**src/rtl/gawp_pkg.sv**
```systemverilog
// Shared types and constants for the G-code axis word parser.
// No dependencies; every other file in rtl imports this package.
package gawp_pkg;

    // default magnitude width of one axis value
    localparam int VALUE_BITS_DEF = 20;

    // reset value of the reciprocal unit register, Q8.24 one
    localparam logic [31:0] INV_UNIT_RESET = 32'd16777216;

    // recognized characters
    localparam logic [7:0] CHAR_G     = "G";
    localparam logic [7:0] CHAR_X     = "X";
    localparam logic [7:0] CHAR_Y     = "Y";
    localparam logic [7:0] CHAR_Z     = "Z";
    localparam logic [7:0] CHAR_0     = "0";
    localparam logic [7:0] CHAR_1     = "1";
    localparam logic [7:0] CHAR_2     = "2";
    localparam logic [7:0] CHAR_9     = "9";
    localparam logic [7:0] CHAR_PLUS  = "+";
    localparam logic [7:0] CHAR_MINUS = "-";
    localparam logic [7:0] CHAR_SPACE = " ";
    localparam logic [7:0] CHAR_TAB   = 8'd9;
    localparam logic [7:0] CHAR_CR    = 8'd13;

    // axis being read: none, then X, Y, Z
    localparam logic [1:0] AXIS_NONE = 2'd0;

    // number of axes
    localparam int AXES = 3;

    // progress of one axis number read
    typedef enum logic [1:0] {
        RP_IDLE,
        RP_LEAD,
        RP_NUM
    } read_phase_t;

    // kind of move reported with each line
    typedef enum logic [1:0] {
        MOVE_G0,
        MOVE_G1,
        MOVE_UNKNOWN,
        MOVE_NOT_G
    } move_kind_t;

    // input beat: one character
    typedef struct packed {
        logic [7:0] char_in;
        logic       line_end;
    } item_t;

    // output beat: one parsed line
    typedef struct packed {
        logic signed [31:0] x_pos;
        logic signed [31:0] y_pos;
        logic signed [31:0] z_pos;
        logic [1:0]         move_kind;
    } result_t;

    // per line control handed from the parser to the scaling stages
    typedef struct packed {
        logic [AXES-1:0] neg;
        move_kind_t      kind;
    } line_info_t;

endpackage

```
**src/rtl/gawp_scale.sv**
```systemverilog
// One axis scaling lane: magnitude times reciprocal unit, then shift, sign
// and saturation to signed Q16.16. Depends on gawp_pkg.
module gawp_scale
    import gawp_pkg::*;
#(
    parameter int VALUE_BITS = VALUE_BITS_DEF
)
(
    input  logic                    clk,
    input  logic                    mul_en,
    input  logic                    sat_en,
    input  logic [31:0]             inverse_unit,
    input  logic [VALUE_BITS-1:0]   mag,
    input  logic                    neg,
    output logic signed [31:0]      pos
);

    localparam int PW = VALUE_BITS + 32;

    logic [PW-1:0]      prod_reg,  prod_next;
    logic               neg_reg;
    logic signed [31:0] pos_reg,   pos_next;
    logic [PW-9:0]      shifted;
    logic               ovf;

    // product stage
    assign prod_next = PW'(mag) * PW'(inverse_unit);

    always_ff @(posedge clk)
    begin
        if (mul_en)
        begin
            prod_reg <= prod_next;
            neg_reg  <= neg;
        end
    end

    // drop the eight extra fraction bits, then sign and saturate
    assign shifted = prod_reg[PW-1:8];
    assign ovf     = |shifted[PW-9:31];

    always_comb
    begin
        if (neg_reg)
        begin
            pos_next = ovf ? 32'sh8000_0000 : -$signed({1'b0, shifted[30:0]});
        end
        else
        begin
            pos_next = ovf ? 32'sh7FFF_FFFF : $signed({1'b0, shifted[30:0]});
        end
    end

    always_ff @(posedge clk)
    begin
        if (sat_en)
        begin
            pos_reg <= pos_next;
        end
    end

    assign pos = pos_reg;

endmodule

```
**config.mk**
```make
export PLATFORM = sky130hd
export DESIGN_NAME = gawp_scale
export DESIGN_NICKNAME = d
export VERILOG_FILES = /design/src/rtl/gawp_pkg.sv /design/src/rtl/gawp_scale.sv
export SDC_FILE = /design/constraint.sdc
export NUM_CORES = 2
export LEC_CHECK = 0
export BUFFER_PORTS_ARGS = -buffer_cell sky130_fd_sc_hd__buf_2
export CAP_MARGIN = 20
export CORE_MARGIN = 3
export CORE_UTILIZATION = 60
export CTS_CLUSTER_SIZE = 30
export DETAILED_ROUTE_END_ITERATION = 6
export GPL_ROUTABILITY_DRIVEN = 0
export PLACE_DENSITY_LB_ADDON = 0.1
export RECOVER_POWER = 25
export SLEW_MARGIN = 20
export SYNTH_ARGS = -nofsm -noshare
export SYNTH_HDL_FRONTEND = slang
export SYNTH_SLANG_ARGS = --single-unit
```
**constraint.sdc**
```tcl
create_clock -name clk -period 12.1 [get_ports clk]
set_clock_uncertainty 0.05 [all_clocks]
set_input_delay 0 -clock clk [delete_from_list [all_inputs] [get_ports clk]]
set_output_delay 0 -clock clk [all_outputs]
set_load 0.01 [all_outputs]
```
Yosys cells after proc, flatten, opt, wreduce, memory -nomap -nowiden
Cells that the tools add are included.
{ "word_totals": {"mem_bits_ro": 0, "latch_bits": 0, "output_inout_bits": 32, "input_bits": 56, "mem_bits_rw": 0, "mem_count": 0, "wordCells": 9, "ff_bits": 85} }
{ "op_classes": {"div": 0, "reduce_logical": 1, "muxes": 3, "n_mul": 1, "shift": 0, "addsub": 1, "n_lt_le_gt_ge": 0, "bitwise_logic": 0, "eq_ne": 0} }
{ "ops": {"columns": ["cell", "count"], "rows": [
  ["32-bit 2-to-1 mux", 2],
  ["20-bit by 32-bit multiplier with 52-bit output", 1],
  ["31-bit negation with 32-bit output", 1],
  ["31-bit 2-to-1 mux", 1],
  ["13-bit OR reduction", 1]
]} }

Logic depth before layout (Yosys ltp)
{ "depth": {"ltp_word": 3, "mapped_depth": 26, "ltp_nobuf": 25} }

Worst setup path before layout
Ideal clock, no wire load.
{ "synth_path": {"path_type": "input-to-reg", "from": "input mag[5]", "to": "register prod_reg[51] (data pin)", "setup_ps": 260, "stages": 23, "slack_ps": 5707, "path_buffers": 2, "required_ps": 11790, "arrival_ps": 6084, "path_cell_list": "clkbuf_1 -> nand2_1 -> fa_1 -> fa_1 -> fa_1 -> inv_1 -> fa_1 -> fa_1 -> fa_1 -> inv_1 -> fa_1 -> inv_1 -> ha_1 -> clkbuf_1 -> nand2_1 -> o21a_1 -> a31oi_1 -> o31ai_1 -> o41ai_1 -> a21oi_1 -> o21bai_1 -> a21oi_1 -> xnor2_1"} }
{ "synth_via": {"elab_chain_len": 1} }
{ "synth_rtl": {"columns": ["element", "line_no", "source"], "rows": [
  ["start: declaration", "gawp_scale.sv:13", "input logic [VALUE_BITS-1:0] mag,"],
  ["20-bit by 32-bit multiplier with 52-bit output", "gawp_scale.sv:27", "assign prod_next = PW'(mag) * PW'(inverse_unit);"],
  ["net prod_next[51]", "gawp_scale.sv:20", "logic [PW-1:0] prod_reg, prod_next;"],
  ["end signal: assignment", "gawp_scale.sv:33", "prod_reg <= prod_next;"],
  ["end: declaration", "gawp_scale.sv:20", null]
]} }
The timed path passes the listed nets, and every way through them passes these cells.
A chain may end at the register's enable or synchronous reset.

Final worst setup path
Ends and elaborated chain as after synthesis.

==> metrics.md <==
| Metric | Value |
|---|---|
| Status | finished, violations left |
| Violated checks | capacitance limit, slew limit |
| Post-synthesis compound-gate area fraction | 5.453% |
| Combinational family with the most area after synthesis | adder cells |
| Die area | 41,810 um^2 |
| Max-slew headroom | -57.82% |
| Post-Synth Simple-Gate Area | 17.21% |
| Area delta synth->final | 3.711% |
| Pin count of the biggest net entering global routing | 48 |
| Number of CTS-inserted buffers | 9 |
| Half-perimeter wire length after detailed placement | 44,950 um |
| Number of global-route vias before repair | 18,709 |
| Vertical extent of the die | 204.5 um |
| Synthesized area | 23,630 um^2 |
| CTS-repair resized insts | 0 |
| Final wirelength | 60,840 um |
| Mean area per synthesized cell | 9.236 um^2 |
| Proportion of synthesized flip-flops having asynchronous set or reset | 0% |
| Setup_tns | 0 ns |
| Die width | 204.5 um |
| Initial antenna violation count | 1 |
| Unrepaired setup endpoints after global routing | false |
| Multiplexer share of the synthesized area | 0.1271% |
| Total setup violations reported at the end of the flow | 0 |
| Maximum buffer depth of the clock tree | 2 |
| Net total in the final layout | 3,269 |
| Final Core Density | 63.28% |
| Fmax | 0.1367 GHz |
| Clock-pin slew on the worst setup and hold paths | 0.06 ns |
| Layout cells sized above 1 | 4.362% |
| Met2 usage | 52.68% |
| Detailed-router iteration count before antenna repair | 6 |
| Number of rows in the core area | 72 |
| Global routing usage on met3 | 3.344% |
| # port buffers | 87 |
| Part of the cycle the worst path needs | 60.47% |
| Post-synthesis cell count | 2,559 |
| Xor/xnor cell area share of the yosys netlist | 2.298% |
| Signal arrival time at the worst endpoint | 7.35 ns |
| Max-capacitance violation count | 2 |
| Via count | 17,309 |
| Ports placed on the boundary | 88 |
| Synthesis warning total | 0 |
| Max H-tree Level | 3 |
| Fin. Hold Viols | 0 |
| Final routed wire length divided by cell count | 20.01 um |
| Number of DRC violations after detailed routing | 0 |
| Clock period minus worst slack | 7.317 ns |
| Critical-path maximum fanout | 32 |
| Count of pins over their slew limit | 79 |
| Flip-flop and latch count after synthesis | 77 |
| Adder-cell share of the synthesized area | 53.84% |
| Area of the core | 38,740 um^2 |
| Worst Max-Slew Pin Slew | 2.367 ns |
| Proportion of synthesized chip area in sequential cells | 9.783% |
| WP data required | 12.13 ns |
| Clock latency on the worst-skew pair | 0.33 ns |
| Initial DRC Count | 1,077 |
| Total area of sequential cells | 2312 um^2 |
| Initial standard-cell utilization of the core | 61.01% |
| Net Count, Synth | 3,311 |
| GRT busiest layer | met2 |
| Type of the worst min-delay path | in2reg |
| Post-synthesis cell type count | 61 |
| Remaining global-route overflow | 0 |
| GR met1 Demand/Resource | 37.85% |
| Area of the multi-input gates | 18,650 um^2 |
| Startpoint type of the worst setup path | input pin |
| Total global routing track utilization | 30.24% |
| Post-synth EDFFs | 77 |
| Type of the worst setup path | in2reg |
| Remaining antenna violation count after routing | 0 |
| Antenna cell count | 0 |
| Top_reg_cell synth | edfxtp_1 |
| Number of clock sinks | 77 |
| Clk Tree Root Cell | clkbuf_16 |
| Via density per instance | 5.694 |
| Max FFs per register | 44 |
| CTS tree | yes |
| Total of fill cells in the finished design | 3,320 |
| CP Capture Type | flop |
| Global-route wire length before repair | 97,610 um |
-- layout by cell type, fill, tap and decap left out, types with 12 or more instances in the layout --
cell type / instances
nand4_1: 16
a21o_1: 27
o21ai_0: 26
a31oi_1: 14
buf_2: 76
edfxtp_1: 77
o21a_1: 12
xor2_1: 29
and2_1: 305
a21oi_1: 66
ha_1: 161
inv_1: 567
nor2_1: 52
nand2_1: 377
xnor2_1: 33
fa_1: 535
-- path summary, 6_finish.rpt --
path	from	endpoint	slack [ns]	cells past startpoint
worst max-delay path	mag[5]	prod_reg[51]$_DFFE_PP_	4.78	22
worst min-delay path	neg	neg_reg$_DFFE_PP_	0.34	2
worst max register to register	prod_reg[8]$_DFFE_PP_	pos[24]$_DFFE_PP_	9.10	9
worst min register to register	prod_reg[25]$_DFFE_PP_	pos[17]$_DFFE_PP_	0.56	1
-- cells in the mapped netlist, types with 4 or more instances --
| cell type | count | area (um^2) |
|---|---|---|
| o21ai_0 | 26 | 130.1 |
| a21o_1 | 27 | 202.7 |
| a21oi_1 | 66 | 330.3 |
| clkbuf_1 | 140 | 525.5 |
| xor2_1 | 29 | 254.0 |
| nor3_1 | 11 | 55.05 |
| nand3_1 | 8 | 40.04 |
| a31oi_1 | 14 | 87.58 |
| and3_1 | 8 | 50.05 |
| o21a_1 | 12 | 90.09 |
| buf_1 | 4 | 15.01 |
| ha_1 | 161 | 2014 |
| inv_1 | 567 | 2128 |
| o22ai_1 | 7 | 43.79 |
| nor4_1 | 5 | 31.28 |
| nor2b_1 | 6 | 37.54 |
| edfxtp_1 | 77 | 2312 |
| and2_1 | 305 | 1908 |
| a21boi_0 | 5 | 37.54 |
| nor2_1 | 52 | 195.2 |
| xnor2_1 | 33 | 289.0 |
| nand2_1 | 377 | 1415 |
| fa_1 | 535 | 10710 |
| o21bai_1 | 10 | 75.07 |
| or3_1 | 6 | 37.54 |
| nand4_1 | 16 | 100.1 |
-- through the flow --
stage               instance area [um^2]  worst slack [ns]  instances  hold slack (ns)
CTS                                24520             4.878       3040           0.2154
detailed placement                 24200             4.533       3023           0.1316
global route                       24510             4.370       3040           0.3368
global placement                   24200             4.700       3023           0.1311
floorplan                          23630             5.707       2559          0.04887
finish                             24510             4.783       3040           0.3369
-- critical path: stages --
cell and delay (ns):
buf_2 0.62, nand2_1 0.18, fa_1 0.53, fa_1 0.53, fa_1 0.52, inv_1 0.06, fa_1 0.55, fa_1 0.43
fa_1 0.49, inv_1 0.05, fa_1 0.47, inv_1 0.04, ha_1 0.38, nand2_1 0.12, nor3_1 0.24, a311o_1 0.30
o31ai_1 0.17, o41ai_1 0.94, a21oi_1 0.22, o21bai_1 0.25, a21oi_1 0.11, xnor2_1 0.13
-- metal layers --
layer | routed length (um) | vias up
met5 | 20 | -
met4 | 3404 | 2
met3 | 3739 | 183
met2 | 30880 | 661
met1 | 22800 | 8959
li1 | - | 7504
-- logic make-up after synthesis --
logic type,count (synthesis)
xor gates and xnor gates,62
DFF,77
adders and majority gates,696
AOI/OAI and AO/OA,196
muxes,3
and+or+nand+nor,814
buffers and inverters,711
-- what timing repair did --
action                                 in CTS  in global routing
endpoints found under the hold margin       1                  0
hold buffers                                1                  0
buffers inserted                            0                  0
-- layout make-up --
cell class | instances | share of cell area (%)
clock buffers | 9 | 0.9188
clock inverters | 7 | 0.3675
inverters | 567 | 8.683
multi-input cells | 1771 | 76.10
flip-flops and latches | 77 | 9.433
well taps | 518 | 2.644
repair buffers | 91 | 1.853
Power is left out: the tool's default activity adds up to more than one toggle a clock period on the data nets, which glitch-free logic cannot reach.
