==> src/rtl/gawp_pkg.sv <==
// Shared types and constants for the G-code axis word parser.
// No dependencies; every other file in rtl imports this package.
package gawp_pkg;

    // default magnitude width of one axis value
    localparam int VALUE_BITS_DEF = 20;

    // reset value of the reciprocal unit register, Q8.24 one
    localparam logic [31:0] INV_UNIT_RESET = 32'd16777216;

    // recognized characters
    localparam logic [7:0] CHAR_G     = "G";
    localparam logic [7:0] CHAR_X     = "X";
    localparam logic [7:0] CHAR_Y     = "Y";
    localparam logic [7:0] CHAR_Z     = "Z";
    localparam logic [7:0] CHAR_0     = "0";
    localparam logic [7:0] CHAR_1     = "1";
    localparam logic [7:0] CHAR_2     = "2";
    localparam logic [7:0] CHAR_9     = "9";
    localparam logic [7:0] CHAR_PLUS  = "+";
    localparam logic [7:0] CHAR_MINUS = "-";
    localparam logic [7:0] CHAR_SPACE = " ";
    localparam logic [7:0] CHAR_TAB   = 8'd9;
    localparam logic [7:0] CHAR_CR    = 8'd13;

    // axis being read: none, then X, Y, Z
    localparam logic [1:0] AXIS_NONE = 2'd0;

    // number of axes
    localparam int AXES = 3;

    // progress of one axis number read
    typedef enum logic [1:0] {
        RP_IDLE,
        RP_LEAD,
        RP_NUM
    } read_phase_t;

    // kind of move reported with each line
    typedef enum logic [1:0] {
        MOVE_G0,
        MOVE_G1,
        MOVE_UNKNOWN,
        MOVE_NOT_G
    } move_kind_t;

    // input beat: one character
    typedef struct packed {
        logic [7:0] char_in;
        logic       line_end;
    } item_t;

    // output beat: one parsed line
    typedef struct packed {
        logic signed [31:0] x_pos;
        logic signed [31:0] y_pos;
        logic signed [31:0] z_pos;
        logic [1:0]         move_kind;
    } result_t;

    // per line control handed from the parser to the scaling stages
    typedef struct packed {
        logic [AXES-1:0] neg;
        move_kind_t      kind;
    } line_info_t;

endpackage

==> src/rtl/gawp_parse.sv <==
// Character parser: per-line state register, atoi style axis reads, and
// the captured line record. Depends on gawp_pkg.
module gawp_parse
    import gawp_pkg::*;
#(
    parameter int VALUE_BITS = VALUE_BITS_DEF
)
(
    input  logic                             clk,
    input  logic                             rst_n,
    input  logic                             item_valid,
    input  item_t                            item,
    output logic                             item_stall,
    input  logic                             line_take,
    output logic                             line_valid,
    output logic [AXES-1:0][VALUE_BITS-1:0]  line_mag,
    output line_info_t                       line_info
);

    localparam int WW = VALUE_BITS + 4;
    localparam logic [VALUE_BITS-1:0] CAP = {VALUE_BITS{1'b1}};

    // line state
    logic [1:0]                     char_pos_reg,   char_pos_next;
    logic                           lead_g_reg,     lead_g_next;
    logic [7:0]                     code_char_reg,  code_char_next;
    logic [1:0]                     active_reg,     active_next;
    read_phase_t                    phase_reg,      phase_next;
    logic                           neg_sign_reg,   neg_sign_next;
    logic [AXES-1:0]                seen_reg,       seen_next;
    logic [AXES-1:0][VALUE_BITS-1:0] mag_reg,       mag_next;
    logic [AXES-1:0]                axneg_reg,      axneg_next;

    // captured line record
    logic                            line_valid_reg;
    logic [AXES-1:0][VALUE_BITS-1:0] line_mag_reg, line_mag_next;
    line_info_t                      line_info_reg, line_info_next;

    logic            accept;
    logic [7:0]      c;
    logic            is_digit;
    logic            is_space;
    logic            add_digit;
    logic [7:0]      cdiff;
    logic [3:0]      dval;
    logic [AXES-1:0] letter_hit;
    logic            parsed;
    move_kind_t      kind;
    logic [WW-1:0]   wide [AXES];

    // the record slot must be free, or freeing, to take a character
    assign item_stall = line_valid_reg && !line_take;
    assign accept     = item_valid && !item_stall;

    assign c        = item.char_in;
    assign is_digit = (c >= CHAR_0) && (c <= CHAR_9);
    assign is_space = (c == CHAR_SPACE) || ((c >= CHAR_TAB) && (c <= CHAR_CR));
    assign cdiff    = c - CHAR_0;
    assign dval     = cdiff[3:0];

    assign letter_hit[0] = (c == CHAR_X);
    assign letter_hit[1] = (c == CHAR_Y);
    assign letter_hit[2] = (c == CHAR_Z);

    // next line state for the current character
    always_comb
    begin
        char_pos_next  = char_pos_reg;
        lead_g_next    = lead_g_reg;
        code_char_next = code_char_reg;
        active_next    = active_reg;
        phase_next     = phase_reg;
        neg_sign_next  = neg_sign_reg;
        seen_next      = seen_reg;
        mag_next       = mag_reg;
        axneg_next     = axneg_reg;
        add_digit      = 1'b0;

        // first two characters: G and the code character
        if (char_pos_reg == 2'd0)
        begin
            lead_g_next = (c == CHAR_G);
        end
        else if (char_pos_reg == 2'd1)
        begin
            code_char_next = c;
        end
        if (char_pos_reg < 2'd2)
        begin
            char_pos_next = char_pos_reg + 2'd1;
        end

        // number read in progress
        unique case (phase_reg)
            RP_IDLE:
            begin
            end
            RP_LEAD:
            begin
                if (is_space)
                begin
                end
                else if ((c == CHAR_PLUS) || (c == CHAR_MINUS))
                begin
                    neg_sign_next = (c == CHAR_MINUS);
                    phase_next    = RP_NUM;
                end
                else if (is_digit)
                begin
                    phase_next = RP_NUM;
                    add_digit  = 1'b1;
                end
                else
                begin
                    active_next   = AXIS_NONE;
                    phase_next    = RP_IDLE;
                    neg_sign_next = 1'b0;
                end
            end
            RP_NUM:
            begin
                if (is_digit)
                begin
                    add_digit = 1'b1;
                end
                else
                begin
                    active_next   = AXIS_NONE;
                    phase_next    = RP_IDLE;
                    neg_sign_next = 1'b0;
                end
            end
            default:
            begin
                active_next   = AXIS_NONE;
                phase_next    = RP_IDLE;
                neg_sign_next = 1'b0;
            end
        endcase

        // accumulate a digit into the active axis, saturating
        for (int a = 0; a < AXES; a++)
        begin
            wide[a] = WW'(mag_reg[a]) * WW'(10) + WW'(dval);
            if (add_digit && (active_reg == 2'(a + 1)))
            begin
                mag_next[a]   = (wide[a] > WW'(CAP)) ? CAP : wide[a][VALUE_BITS-1:0];
                axneg_next[a] = neg_sign_reg;
            end
        end

        // first letter of an axis starts its read
        for (int a = 0; a < AXES; a++)
        begin
            if ((phase_next == RP_IDLE) && letter_hit[a] && !seen_reg[a])
            begin
                seen_next[a]  = 1'b1;
                mag_next[a]   = '0;
                axneg_next[a] = 1'b0;
                active_next   = 2'(a + 1);
                phase_next    = RP_LEAD;
                neg_sign_next = 1'b0;
            end
        end
    end

    // move kind and whether axes count
    always_comb
    begin
        if (!lead_g_next)
        begin
            kind = MOVE_NOT_G;
        end
        else if (code_char_next == CHAR_0)
        begin
            kind = MOVE_G0;
        end
        else if (code_char_next == CHAR_1)
        begin
            kind = MOVE_G1;
        end
        else
        begin
            kind = MOVE_UNKNOWN;
        end
        parsed = lead_g_next && !((code_char_next >= CHAR_2) && (code_char_next <= CHAR_9));

        for (int a = 0; a < AXES; a++)
        begin
            line_mag_next[a] = parsed ? mag_next[a] : '0;
        end
        line_info_next.neg  = parsed ? axneg_next : '0;
        line_info_next.kind = kind;
    end

    // line state register, cleared after every line end
    always_ff @(posedge clk or negedge rst_n)
    begin
        if (!rst_n)
        begin
            char_pos_reg  <= 2'd0;
            lead_g_reg    <= 1'b0;
            code_char_reg <= '0;
            active_reg    <= AXIS_NONE;
            phase_reg     <= RP_IDLE;
            neg_sign_reg  <= 1'b0;
            seen_reg      <= '0;
            mag_reg       <= '0;
            axneg_reg     <= '0;
        end
        else if (accept)
        begin
            if (item.line_end)
            begin
                char_pos_reg  <= 2'd0;
                lead_g_reg    <= 1'b0;
                code_char_reg <= '0;
                active_reg    <= AXIS_NONE;
                phase_reg     <= RP_IDLE;
                neg_sign_reg  <= 1'b0;
                seen_reg      <= '0;
                mag_reg       <= '0;
                axneg_reg     <= '0;
            end
            else
            begin
                char_pos_reg  <= char_pos_next;
                lead_g_reg    <= lead_g_next;
                code_char_reg <= code_char_next;
                active_reg    <= active_next;
                phase_reg     <= phase_next;
                neg_sign_reg  <= neg_sign_next;
                seen_reg      <= seen_next;
                mag_reg       <= mag_next;
                axneg_reg     <= axneg_next;
            end
        end
    end

    // record valid flag
    always_ff @(posedge clk or negedge rst_n)
    begin
        if (!rst_n)
        begin
            line_valid_reg <= 1'b0;
        end
        else if (accept && item.line_end)
        begin
            line_valid_reg <= 1'b1;
        end
        else if (line_take)
        begin
            line_valid_reg <= 1'b0;
        end
    end

    // record payload
    always_ff @(posedge clk)
    begin
        if (accept && item.line_end)
        begin
            line_mag_reg  <= line_mag_next;
            line_info_reg <= line_info_next;
        end
    end

    assign line_valid = line_valid_reg;
    assign line_mag   = line_mag_reg;
    assign line_info  = line_info_reg;

endmodule

==> config.mk <==
export PLATFORM = sky130hd
export DESIGN_NAME = gawp_parse
export DESIGN_NICKNAME = d
export VERILOG_FILES = /design/src/rtl/gawp_pkg.sv /design/src/rtl/gawp_parse.sv
export SDC_FILE = /design/constraint.sdc
export NUM_CORES = 1
export LEC_CHECK = 0
export BUFFER_PORTS_ARGS = -buffer_cell sky130_fd_sc_hd__buf_2
export CAP_MARGIN = 0
export CORE_UTILIZATION = 24
export CTS_BUF_LIST = sky130_fd_sc_hd__clkbuf_4 sky130_fd_sc_hd__clkbuf_8
export CTS_CLUSTER_SIZE = 12
export DETAILED_ROUTE_END_ITERATION = 10
export SETUP_SLACK_MARGIN = 0.15
export SYNTH_ARGS = -nofsm -noshare
export SYNTH_HDL_FRONTEND = slang
export SYNTH_SLANG_ARGS = --single-unit
==> constraint.sdc <==
create_clock -name clk -period 14 [get_ports clk]
set_clock_uncertainty 0.15 [all_clocks]
set_input_delay 1.4 -clock clk [delete_from_list [all_inputs] [get_ports clk]]
set_output_delay 1.4 -clock clk [all_outputs]
set_load 0.02 [all_outputs]
# Word level (Yosys, flattened, before mapping)
# Index checks and enable logic that the tools add are counted.
# Widths: inputs -> output; s select.
dict set report classes {
  mux 61
  mul 3
  add_sub_neg 5
  n_reduce_logical 40
  magnitude_cmp 10
  eq_ne 18
}
# cell count
set ops {}
lappend ops {{$mux 20} 9}
lappend ops {{$add 24x4->24} 3}
lappend ops {{$gt 24x20->1 const B} 3}
lappend ops {{$mul 20x3->23 const B} 3}
lappend ops {{$mux 60} 1}
lappend ops {{$eq 8x6->1 const B} 5}
lappend ops {{$mux 2} 19}
lappend ops {{$eq 8x7->1 const B} 4}
lappend ops {{$mux 8} 3}
lappend ops {{$mux 1} 23}
lappend ops {{$ge 8x6->1 const B} 2}
lappend ops {{$le 8x6->1 const B} 2}
lappend ops {{$logic_and 1x1->1} 16}
lappend ops {{$ne 6x6->1 const B} 2}
lappend ops {{$pmux 2 s3} 2}
lappend ops {{$logic_not 2->1} 5}
lappend ops {{$reduce_bool 2->1} 5}
lappend ops {{$ge 8x4->1 const B} 1}
lappend ops {{$le 8x4->1 const B} 1}
lappend ops {{$reduce_and 2->1} 4}
lappend ops {{$eq 2x1->1 const B} 3}
lappend ops {{$eq 2x2->1 const B} 3}
lappend ops {{$logic_not 1->1} 6}
lappend ops {{$mux 3} 2}
lappend ops {{other kinds (9)} 10}
dict set report totals {
  input_bits 13
  reg_bits 148
  out_inout_bits 67
  word_cells 156
}

# Longest topological paths before layout
# Gate-level depths: netlist (run 1).
dict set report logic_depth {
  ltp_word 19
  mapped_depth 17
  ltp_nobuf 14
}

# Least setup slack after synthesis (run 1)
# No wires, ideal clock.
dict set report synth_timing {
  kind {reg-to-reg}
  from {register mag_reg[1] (netlist name)}
  to {register line_mag_reg, in the netlist line_mag[18], data pin}
  path_buffers 2
  t_arrival_ns 4.214
  path_stages_with_launch 16
  slack_ns 9.378
  synth_period_minus_slack_ns 4.622
  setup_time_ns 0.258
  cell_sequence {dfrtp_1 ha_1 ha_1 fa_1 xnor2_1 a2111oi_1 o211ai_1 nor4_2 nand4_1 or2_1 a2111oi_4 mux2_2 or2_1 buf_2 buf_4 o221a_2}
}
dict set report synth_between {
  elab_chain_len 6
}
# item line_no
set synth_rtl {}
lappend synth_rtl {{start, declared} gawp_parse.sv:31} ;# logic [AXES-1:0][VALUE_BITS-1:0] mag_reg, mag_next;
lappend synth_rtl {{start signal, assigned} gawp_parse.sv:234} ;# mag_reg <= mag_next;
lappend synth_rtl {{$mul 20x3->23 *} gawp_parse.sv:144} ;# wide[a] = WW'(mag_reg[a]) * WW'(10) + WW'(dval);
lappend synth_rtl {{$add 24x4->24 *} gawp_parse.sv:144}
lappend synth_rtl {{$gt 24x20->1} gawp_parse.sv:147} ;# mag_next[a] = (wide[a] > WW'(CAP)) ? CAP : wide[a][VALUE_BITS-1:0];
lappend synth_rtl {{$mux 20 *} gawp_parse.sv:147}
lappend synth_rtl {{$mux 20 *} gawp_parse.sv:145} ;# if (add_digit && (active_reg == 2'(a + 1)))
lappend synth_rtl {{$mux 20 *} gawp_parse.sv:155} ;# if ((phase_next == RP_IDLE) && letter_hit[a] && !seen_reg[a])
lappend synth_rtl {{end signal, assigned} gawp_parse.sv:262} ;# line_mag_reg <= line_mag_next;
lappend synth_rtl {{end, declared} gawp_parse.sv:36} ;# logic [AXES-1:0][VALUE_BITS-1:0] line_mag_reg, line_mag_next;
# Mark *: on every way between the ends. The rest lies on a longest branch, timed or not.
# A chain may end at the register's enable or synchronous reset.

# Worst setup path after layout (run 1)
dict set report layout_timing {
  from {register mag_reg[41] (netlist name)}
  to {register line_mag_reg, in the netlist line_mag[54], data pin}
}
# Same word-level chain as after synthesis.

==> impl_metrics.py, run 1 <==
metrics = {
    "finish": {
        "n_fill_cell": 5288,
        "area_growth_pct": 11.92,
        "fin_nets": 1518,
        "final_cells": 2053,
        "n_antenna_cell": 0,
        "drive_gt1_share_pct": 12.38,
    },
    "yosys": {
        "synth-main-ff-cell": "dfrtp_1",
        "yosysWarnings": 0,
        "yosys.cell_count.top_type": "ha_1",
        "async_flop_share_pct": 56.08,
        "synth_edf_count": 65,
        "syn_inst": 1326,
        "syn_area_per_cell_sq_um": 9.094,
        "syn_area_sq_um": 12060,
        "synth.net_count": 1468,
        "synth_area_leader_cell": "dfrtp_1",
        "synth_cell_types": 87,
        "synth_seq_cells": 148,
        "synth_area_leaders": "dfrtp_1, edfxtp_1, ha_1",
        "synth_common_cells": "ha_1, o21ai_0, a21oi_1",
        "yosysSeqAreaShare_pct": 33.41,
        "synthDominantCellAreaShare_pct": 17.22,
    },
    "clocking": {
        "cts_tree": "done",
        "cts_buffer_depth": 2,
        "insertion_delay_ps": 510,
        "cts.reportedPaths.clkPinSlew_ps": 90,
        "htreeDepth": 4,
        "cts-root-buf": "clkbuf_8",
        "cts_setup_buffers": 0,
        "cts_hold_buf": 0,
        "cts_sinks": 148,
        "cts_made_buffers": 17,
        "cts-resized-gates": 0,
    },
    "grt": {
        "antenna_found_initial": 3,
        "grt_pass1_vias": 10340,
        "grtUsageTotal_pct": 13.61,
        "grt_pass1_wl_mm": 55.21,
        "grt_max_degree": 71,
        "overflow": 0,
    },
    "placement": {
        "portBuffers": 79,
        "gp_congestion": 0.8949,
        "place_hpwl_mm": 24.80,
        "dp.cells": 2021,
        "pre_cts_slack_ps": 8555,
    },
    "drt": {
        "drt_iter0_drc": 863,
        "wl_per_cell_microns": 16.68,
        "ant_nets": 0,
        "via_per_inst": 5.142,
        "num_vias": 10560,
        "detail_route.first_pass.iterations": 5,
        "wl_mm": 34.24,
        "drc": 0,
    },
    "die": {
        "core_sq_um": 49250,
        "die_h_microns": 226.2,
        "die_w_microns": 226.2,
        "die-area_sq_um": 51150,
        "rows": 81,
        "start_util_pct": 24.48,
        "io_pins": 80,
    },
    "setup_path": {
        "cp-end-kind": "flop",
        "rrSetupSlack_ps": 8390,
        "path_max_fanout": 19,
        "r2r_start": "mag_reg[41]",
        "worstRegToRegCells": 14,
        "r2r-end": "line_mag[54]",
        "worst-endpoint-required_ps": 14100,
        "crit_type": "flop to flop",
        "arrival_ps": 5710,
        "startpoint_type": "flop",
    },
    "sta": {
        "slew_violations": 0,
        "slew_headroom_pct": 28.12,
        "min_period_ps": 5608,
        "hold_ws_ps": 334.6,
        "worst_slew_pin_slew_ps": 1065,
        "hold_viol_final": 0,
        "layout_setup_ws_ps": 8392,
        "setup_viol_count_final": 0,
        "rsz0062_at_grt": "no",
        "fin_crit_sh_pct": 40.05,
        "fin_tns_setup_ps": 0,
        "max_clock_freq_mhz": 178.3,
    },
    "worst_hold_path": {
        "min_to": "lead_g_reg",
        "hold_depth": 2,
        "hold_path_class": "flop to flop",
        "hold_path_startpoint": "lead_g_reg",
    },
    "pwr": {
        "seqPwrFrac_pct": 52.4,
        "power_leakage_nw": 6.064,
        "switchingPower_mw": 0.2519,
        "finalPower_mw": 0.9021,
        "power_density_nw_per_um2": 66.84,
        "switching_share_pct": 27.92,
        "vdd_drop_max_uv": 36.66,
        "p_clk_share_pct": 38.6,
        "power.internal_mw": 0.6502,
        "pwr-share-comb_pct": 9.0,
    },
    "outcome": {
        "status": "finished clean",
    },
    "flow_run": {
        "drv_cap": 0,
    },
}
layout make-up:
cell class / instances / area (sq um) / area share [%]
tap: 664 / 830.8 / 6.156
timing repair buffer: 89 / 473.0 / 3.504
clock buffer: 19 / 249.0 / 1.845
clock inverter: 13 / 135.1 / 1.001
sequential: 148 / 4029 / 29.85
inverter: 39 / 146.4 / 1.085
multi-input combinational: 1081 / 7634 / 56.56
placed cells by master, fill, tap and decap left out, types with 11 or more instances in the layout:
master	count
ha_1	123
o21ai_0	117
a21oi_1	115
nor2_1	100
nand2_1	97
dfrtp_1	83
buf_2	78
edfxtp_1	65
xnor2_1	49
a21o_1	41
inv_1	39
nor3_1	34
nand3_1	31
xor2_1	25
and3_1	23
o211ai_1	21
nand2b_1	20
o221a_2	19
a211oi_1	18
clkbuf_8	17
nand4_1	16
o22ai_1	13
a22o_1	12
or3_1	12
buf_4	11
power by group through the flow:
stage | logic (mW) | registers [mW] | clock network, mW
global route | 0.0905 | 0.475 | 0.374
floorplan | 0.0416 | 0.489 | 0
CTS | 0.0822 | 0.473 | 0.356
finish | 0.0808 | 0.473 | 0.348
detailed placement | 0.0820 | 0.482 | 0
global placement | 0.0796 | 0.482 | 0
worst max-delay path by stage:
stage / to / from / slack, ps / depth (start not counted)
CTS: line_mag[54] / mag_reg[41] / 8490 / 14
global placement: line_mag[58] / mag_reg[41] / 8650 / 14
finish: line_mag[54] / mag_reg[41] / 8390 / 14
detailed placement: line_mag[51] / mag_reg[41] / 8560 / 14
floorplan: line_mag[18] / mag_reg[1] / 9380 / 15
global route: line_mag[54] / mag_reg[41] / 8070 / 14
metal layers:
metal | vias up | wire [microns] | track usage [%]
li1 | 5126 | - | -
met5 | - | 41 | 0
met2 | 264 | 15960 | 22.41
met3 | 45 | 1674 | 2.238
met1 | 5115 | 15940 | 18.00
met4 | 6 | 612 | 4.534
stage by stage:
stage	area [sq um]	utilization (%)
after detailed placement	13110	26.62
final	13500	27.40
after floorplan	12060	-
after CTS	13500	27.40
after global placement	13110	26.62
after global routing	13500	27.40
logic make-up after synthesis:
family,count (synthesis),share of synthesized area (%)
AO/OA/AOI/OAI,474,26.75
flip-flops,148,33.41
XOR/XNOR,76,5.644
adder cells (fa/ha/maj),129,13.76
AND/OR/NAND/NOR,391,16.11
buffers and inverters,97,3.403
multiplexers,11,0.9235
critical path: stages (launching register included):
cell	delay, ps
dfrtp_1	450
ha_1	320
ha_1	250
fa_1	450
a211oi_1	330
o21ai_1	220
and3_1	210
o311ai_0	920
nand4_1	220
nor2_1	180
mux2i_1	240
nand4_1	630
buf_4	470
o22ai_1	230
nor2_1	70
Power figures use the tool's default switching activity.
==> inputs of run 2 (changes only) <==
==> constraint.sdc (replaced) <==
create_clock -name clk -period 4.72 [get_ports clk]
set_clock_uncertainty 0.15 [all_clocks]
set_input_delay 0.472 -clock clk [delete_from_list [all_inputs] [get_ports clk]]
set_output_delay 0.472 -clock clk [all_outputs]
set_load 0.02 [all_outputs]
==> impl_metrics.py, run 2 (synthesized netlist as in run 1, its figures left out) <==
metrics = {
    "grt": {
        "grt_pass1_vias": 10310,
        "antenna_found_initial": 6,
        "grtUsageTotal_pct": 13.70,
        "grt_pass1_wl_mm": 55.21,
        "grt_max_degree": 71,
        "overflow": 0,
    },
    "finish": {
        "seqCellArea_sq_um": 4031,
        "final_cell_mix": "o21ai_0, a21oi_1, ha_1, nor2_1, nand2_1",
        "drive_gt1_share_pct": 19.83,
        "utilization_pct": 29.57,
        "final_common_cell": "o21ai_0",
        "area_growth_pct": 20.79,
        "fin_nets": 1576,
        "multiInputGateArea_sq_um": 8160,
        "final_area_sq_um": 14570,
        "final_cells": 2115,
        "n_fill_cell": 5194,
    },
    "placement": {
        "dp.cells": 2041,
        "dpl_cell_area_sq_um": 13320,
        "place_hpwl_mm": 25.44,
        "gp_congestion": 0.8526,
        "portBuffers": 79,
    },
    "clocking": {
        "cts.reportedPaths.clkPinSlew_ps": 100,
        "cts-root-buf": "clkbuf_8",
        "insertion_delay_ps": 490,
        "cts_sinks": 148,
        "cts_made_buffers": 17,
        "htreeDepth": 4,
        "cts_buffer_depth": 2,
        "cts_tree": "done",
    },
    "setup_path": {
        "cpPeakStageDelay_ps": 580,
        "startpoint_type": "flop",
        "worst-endpoint-required_ps": 4790,
        "crit_chain": "ha_4 > ha_4 > fa_2 > a211oi_4 > o31ai_4 > o2111a_2 > o41ai_4 > xnor2_2 > nand4_1 > or4b_4 > a211oi_4 > buf_4 > o211a_4 > buf_12 > a21oi_1",
        "path_max_fanout": 25,
        "r2r_start": "mag_reg[21]",
        "cp_slowest_cell": "or4b_4",
        "crit_path_start": "mag_reg[21]",
        "crit_type": "flop to flop",
        "cp-end-kind": "flop",
        "arrival_ps": 4560,
    },
    "sta": {
        "setup_viol_count_final": 0,
        "hold_viol_final": 0,
        "slew_headroom_pct": 29.85,
        "slew_violations": 0,
        "rsz0062_at_grt": "yes",
        "fin_crit_sh_pct": 94.99,
        "max_clock_freq_mhz": 223.0,
        "min_period_ps": 4484,
        "worst_slew_pin_slew_ps": 1052,
    },
    "die": {
        "io_pins": 80,
        "die-area_sq_um": 51150,
        "die_w_microns": 226.2,
        "core_sq_um": 49250,
        "die_h_microns": 226.2,
        "rows": 81,
        "start_util_pct": 24.48,
    },
    "pwr": {
        "finalPower_mw": 2.678,
        "power_leakage_nw": 6.387,
        "seqPwrFrac_pct": 52.4,
        "pwr-share-comb_pct": 8.9,
        "p_clk_share_pct": 38.7,
        "switchingPower_mw": 0.7832,
        "power.internal_mw": 1.895,
        "switching_share_pct": 29.24,
        "power_density_nw_per_um2": 183.9,
        "vdd_drop_max_uv": 193.5,
    },
    "worst_hold_path": {
        "hold_path_startpoint": "item[7]",
        "hold_path_class": "primary input to flop",
    },
    "drt": {
        "wl_mm": 35.98,
        "drt_iter0_drc": 818,
        "wl_per_cell_microns": 17.01,
        "num_vias": 10850,
        "via_per_inst": 5.129,
        "ant_nets": 0,
        "detail_route.first_pass.iterations": 5,
        "drc": 0,
    },
    "flow_run": {
        "drv_cap": 0,
    },
    "outcome": {
        "status": "finished clean",
    },
}
## run 2: final cells by class
cell class	count	area share [%]
Clock buffer	19	1.752
Antenna cell	4	0.06872
Tap cell	664	5.703
Clock inverter	13	0.8847
Sequential cell	148	27.68
Timing Repair Buffer	147	6.889
Inverter	39	1.005
Multi-Input combinational cell	1081	56.02
## run 2: worst max-delay path: cells and delay by family (launching register included)
kind / cells / cell delay (ps)
AOI/OAI and AO/OA: 7 / 1580
xor gates and xnor gates: 1 / 170
buffers and inverters: 2 / 310
adders and majority gates: 3 / 840
and+or+nand+nor: 2 / 720
DFF: 1 / 420
## run 2: power groups by stage
stage	Combinational (mW)	Clock, mW	Sequential (mW)
2_1_floorplan	0.123	0	1.45
3_3_place_gp	0.235	0	1.43
3_5_place_dp	0.241	0	1.43
4_1_cts	0.242	1.06	1.41
5_1_grt	0.267	1.11	1.41
6_report	0.239	1.04	1.40
## run 2: per-stage QoR
stage | hold WS [ps] | setup TNS, ps | setup WS (ps)
global placement | 308.4 | 0 | 91.02
CTS | 115.8 | 0 | 153.6
finish | 152.5 | 0 | 236.5
floorplan | 26.41 | 0 | 150.2
detailed placement | 319.0 | -99.12 | -21.99
global route | 141.4 | 0 | 68.61
## run 2: repair_timing
item,CTS,global route
hold endpoints to repair,46,0
pin swaps,12,41
endpoints found under the setup margin,78,117
hold buffers,1,0
cloned,0,2
setup buffers,15,20
resized for setup,14,79
## run 2: final timing paths
path / endpoint / slack, ps / depth (start not counted)
worst min-delay path: code_char_reg[6] / 150 / 2
max in group asynchronous: mag_reg[43] / 2970 / 3
worst min register to register: axneg_reg[2] / 340 / 2
min in group asynchronous: mag_reg[28] / 420 / 2
worst max register to register: line_mag[25] / 240 / 15
worst max-delay path: line_mag[25] / 240 / 15
## run 2: metal layers
| layer | up-vias | routed length (microns) | GRT usage, % |
|---|---|---|---|
| met5 | - | 34 | 0 |
| met4 | 6 | 533 | 4.185 |
| met3 | 49 | 1822 | 2.368 |
| met2 | 254 | 17250 | 22.26 |
| met1 | 5297 | 16340 | 18.40 |
| li1 | 5242 | - | - |
==> inputs of run 3 (changes only) <==
--- a/config.mk
+++ b/config.mk
@@ -11,6 +11,7 @@
 export CTS_BUF_LIST = sky130_fd_sc_hd__clkbuf_4 sky130_fd_sc_hd__clkbuf_8
 export CTS_CLUSTER_SIZE = 12
 export DETAILED_ROUTE_END_ITERATION = 10
+export RECOVER_POWER = 25
 export SETUP_SLACK_MARGIN = 0.15
 export SYNTH_ARGS = -nofsm -noshare
 export SYNTH_HDL_FRONTEND = slang
==> impl_metrics.py, run 3 (synthesized netlist as in run 1, its figures left out) <==
metrics = {
    "drt": {
        "via_per_inst": 5.130,
        "drt_iter0_drc": 793,
        "wl_mm": 35.99,
        "num_vias": 10850,
        "detail_route.first_pass.iterations": 6,
        "ant_nets": 0,
        "wl_per_cell_microns": 17.02,
        "drc": 0,
    },
    "clocking": {
        "cts_sinks": 148,
        "cts.reportedPaths.clkPinSlew_ps": 100,
        "insertion_delay_ps": 490,
        "cts_made_buffers": 17,
        "cts_tree": "done",
        "cts_buffer_depth": 2,
        "htreeDepth": 4,
        "cts-root-buf": "clkbuf_8",
    },
    "finish": {
        "drive_gt1_share_pct": 16.79,
        "seqCellArea_sq_um": 4031,
        "n_fill_cell": 5202,
        "final_cell_mix": "o21ai_0, a21oi_1, ha_1, nor2_1, nand2_1",
        "final_area_sq_um": 14510,
        "fin_nets": 1576,
        "multiInputGateArea_sq_um": 8160,
        "final_common_cell": "o21ai_0",
        "area_growth_pct": 20.29,
    },
    "sta": {
        "rsz0062_at_grt": "yes",
        "slew_violations": 86,
        "fin_crit_sh_pct": 94.90,
        "max_clock_freq_mhz": 223.3,
        "slew_headroom_pct": -102.1,
        "worst_slew_pin_slew_ps": 3031,
        "setup_viol_count_final": 0,
        "min_period_ps": 4479,
        "hold_viol_final": 0,
        "hold_ws_ps": 157.6,
    },
    "die": {
        "die_w_microns": 226.2,
        "start_util_pct": 24.48,
        "core_sq_um": 49250,
        "io_pins": 80,
        "die-area_sq_um": 51150,
        "rows": 81,
        "die_h_microns": 226.2,
    },
    "outcome": {
        "violations": "capacitance limit, slew limit",
        "status": "complete, but fails checks",
    },
    "worst_hold_path": {
        "hold_path_class": "primary input to flop",
        "hold_path_startpoint": "item[7]",
    },
    "setup_path": {
        "worst-endpoint-required_ps": 4790,
        "arrival_ps": 4550,
        "crit_type": "flop to flop",
        "startpoint_type": "flop",
        "path_max_fanout": 25,
        "cp-end-kind": "flop",
        "crit_path_start": "mag_reg[21]",
        "r2r_start": "mag_reg[21]",
    },
    "placement": {
        "dpl_cell_area_sq_um": 13320,
        "gp_congestion": 0.8526,
        "place_hpwl_mm": 25.44,
        "portBuffers": 79,
    },
    "pwr": {
        "power_density_nw_per_um2": 184.4,
        "power_leakage_nw": 6.259,
        "vdd_drop_max_uv": 193.6,
    },
    "grt": {
        "grt_pass1_wl_mm": 55.21,
        "overflow": 0,
        "antenna_found_initial": 6,
        "grtUsageTotal_pct": 13.70,
        "grt_pass1_vias": 10310,
        "grt_max_degree": 71,
    },
    "flow_run": {
        "drv_cap": 2,
    },
}
run 3: report_power, final:
group	switching (mW)	total [mW]	internal [mW]
Clock	0.592	1.04	0.444
Combinational	0.170	0.236	0.0655
Sequential	0.0218	1.40	1.38
run 3: worst max-delay path: stages (launching register included):
cell      delay [ps]
dfrtp_1          420
ha_4             250
ha_4             170
fa_2             420
a211oi_4         310
o31ai_4          140
o2111a_2         320
o41ai_4          250
xnor2_2          170
nand4_1          140
or4b_4           580
a211oi_4         270
buf_4            150
o211a_4          190
buf_12           160
a21oi_1          100
run 3: area by class of cell:
| class | instances | share of cell area [%] |
|---|---|---|
| Multi-Input combinational cell | 1081 | 56.25 |
| Sequential cell | 148 | 27.79 |
| Timing Repair Buffer | 147 | 6.503 |
| Tap cell | 664 | 5.727 |
| Clock buffer | 19 | 1.760 |
| Inverter | 39 | 1.009 |
| Clock inverter | 13 | 0.8884 |
| Antenna cell | 4 | 0.06900 |
run 3: layer usage:
layer | routed length, microns | GRT usage (%) | share of wire [%]
met5 | 35 | 0 | 0.097
met1 | 16370 | 18.40 | 45
met4 | 518 | 4.185 | 1.4
met2 | 17230 | 22.26 | 48
met3 | 1828 | 2.368 | 5.1
run 3: per-stage QoR:
stage / instances / worst slack [ps] / setup TNS [ps] / util (%) / total power, mW
after floorplan: 1326 / 150.2 / 0 / - / 1.575
after global placement: 2041 / 91.02 / 0 / 27.05 / 1.666
after detailed placement: 2041 / -21.99 / -99.12 / 27.05 / 1.673
after CTS: 2089 / 153.6 / 0 / 28.27 / 2.708
after global routing: 2113 / 68.61 / 0 / 29.44 / 2.781
final: 2115 / 240.8 / 0 / 29.45 / 2.675
run 3: timing repair:
item	in CTS	in global routing
endpoints found under the hold margin	46	0
resized for setup	14	79
hold buffers	1	0
buffers inserted	15	20
pin swaps	12	41
gates cloned	0	2
setup endpoints to repair	78	117
run 3: path summary, 6_finish.rpt:
path / end / slack [ps] / cells after the start
max: line_mag[25] / 240 / 15
min: code_char_reg[6] / 160 / 2
max reg2reg: line_mag[25] / 240 / 15
min reg2reg: axneg_reg[2] / 340 / 2
max in group asynchronous: mag_reg[2] / 1130 / 2
min in group asynchronous: mag_reg[28] / 1370 / 2
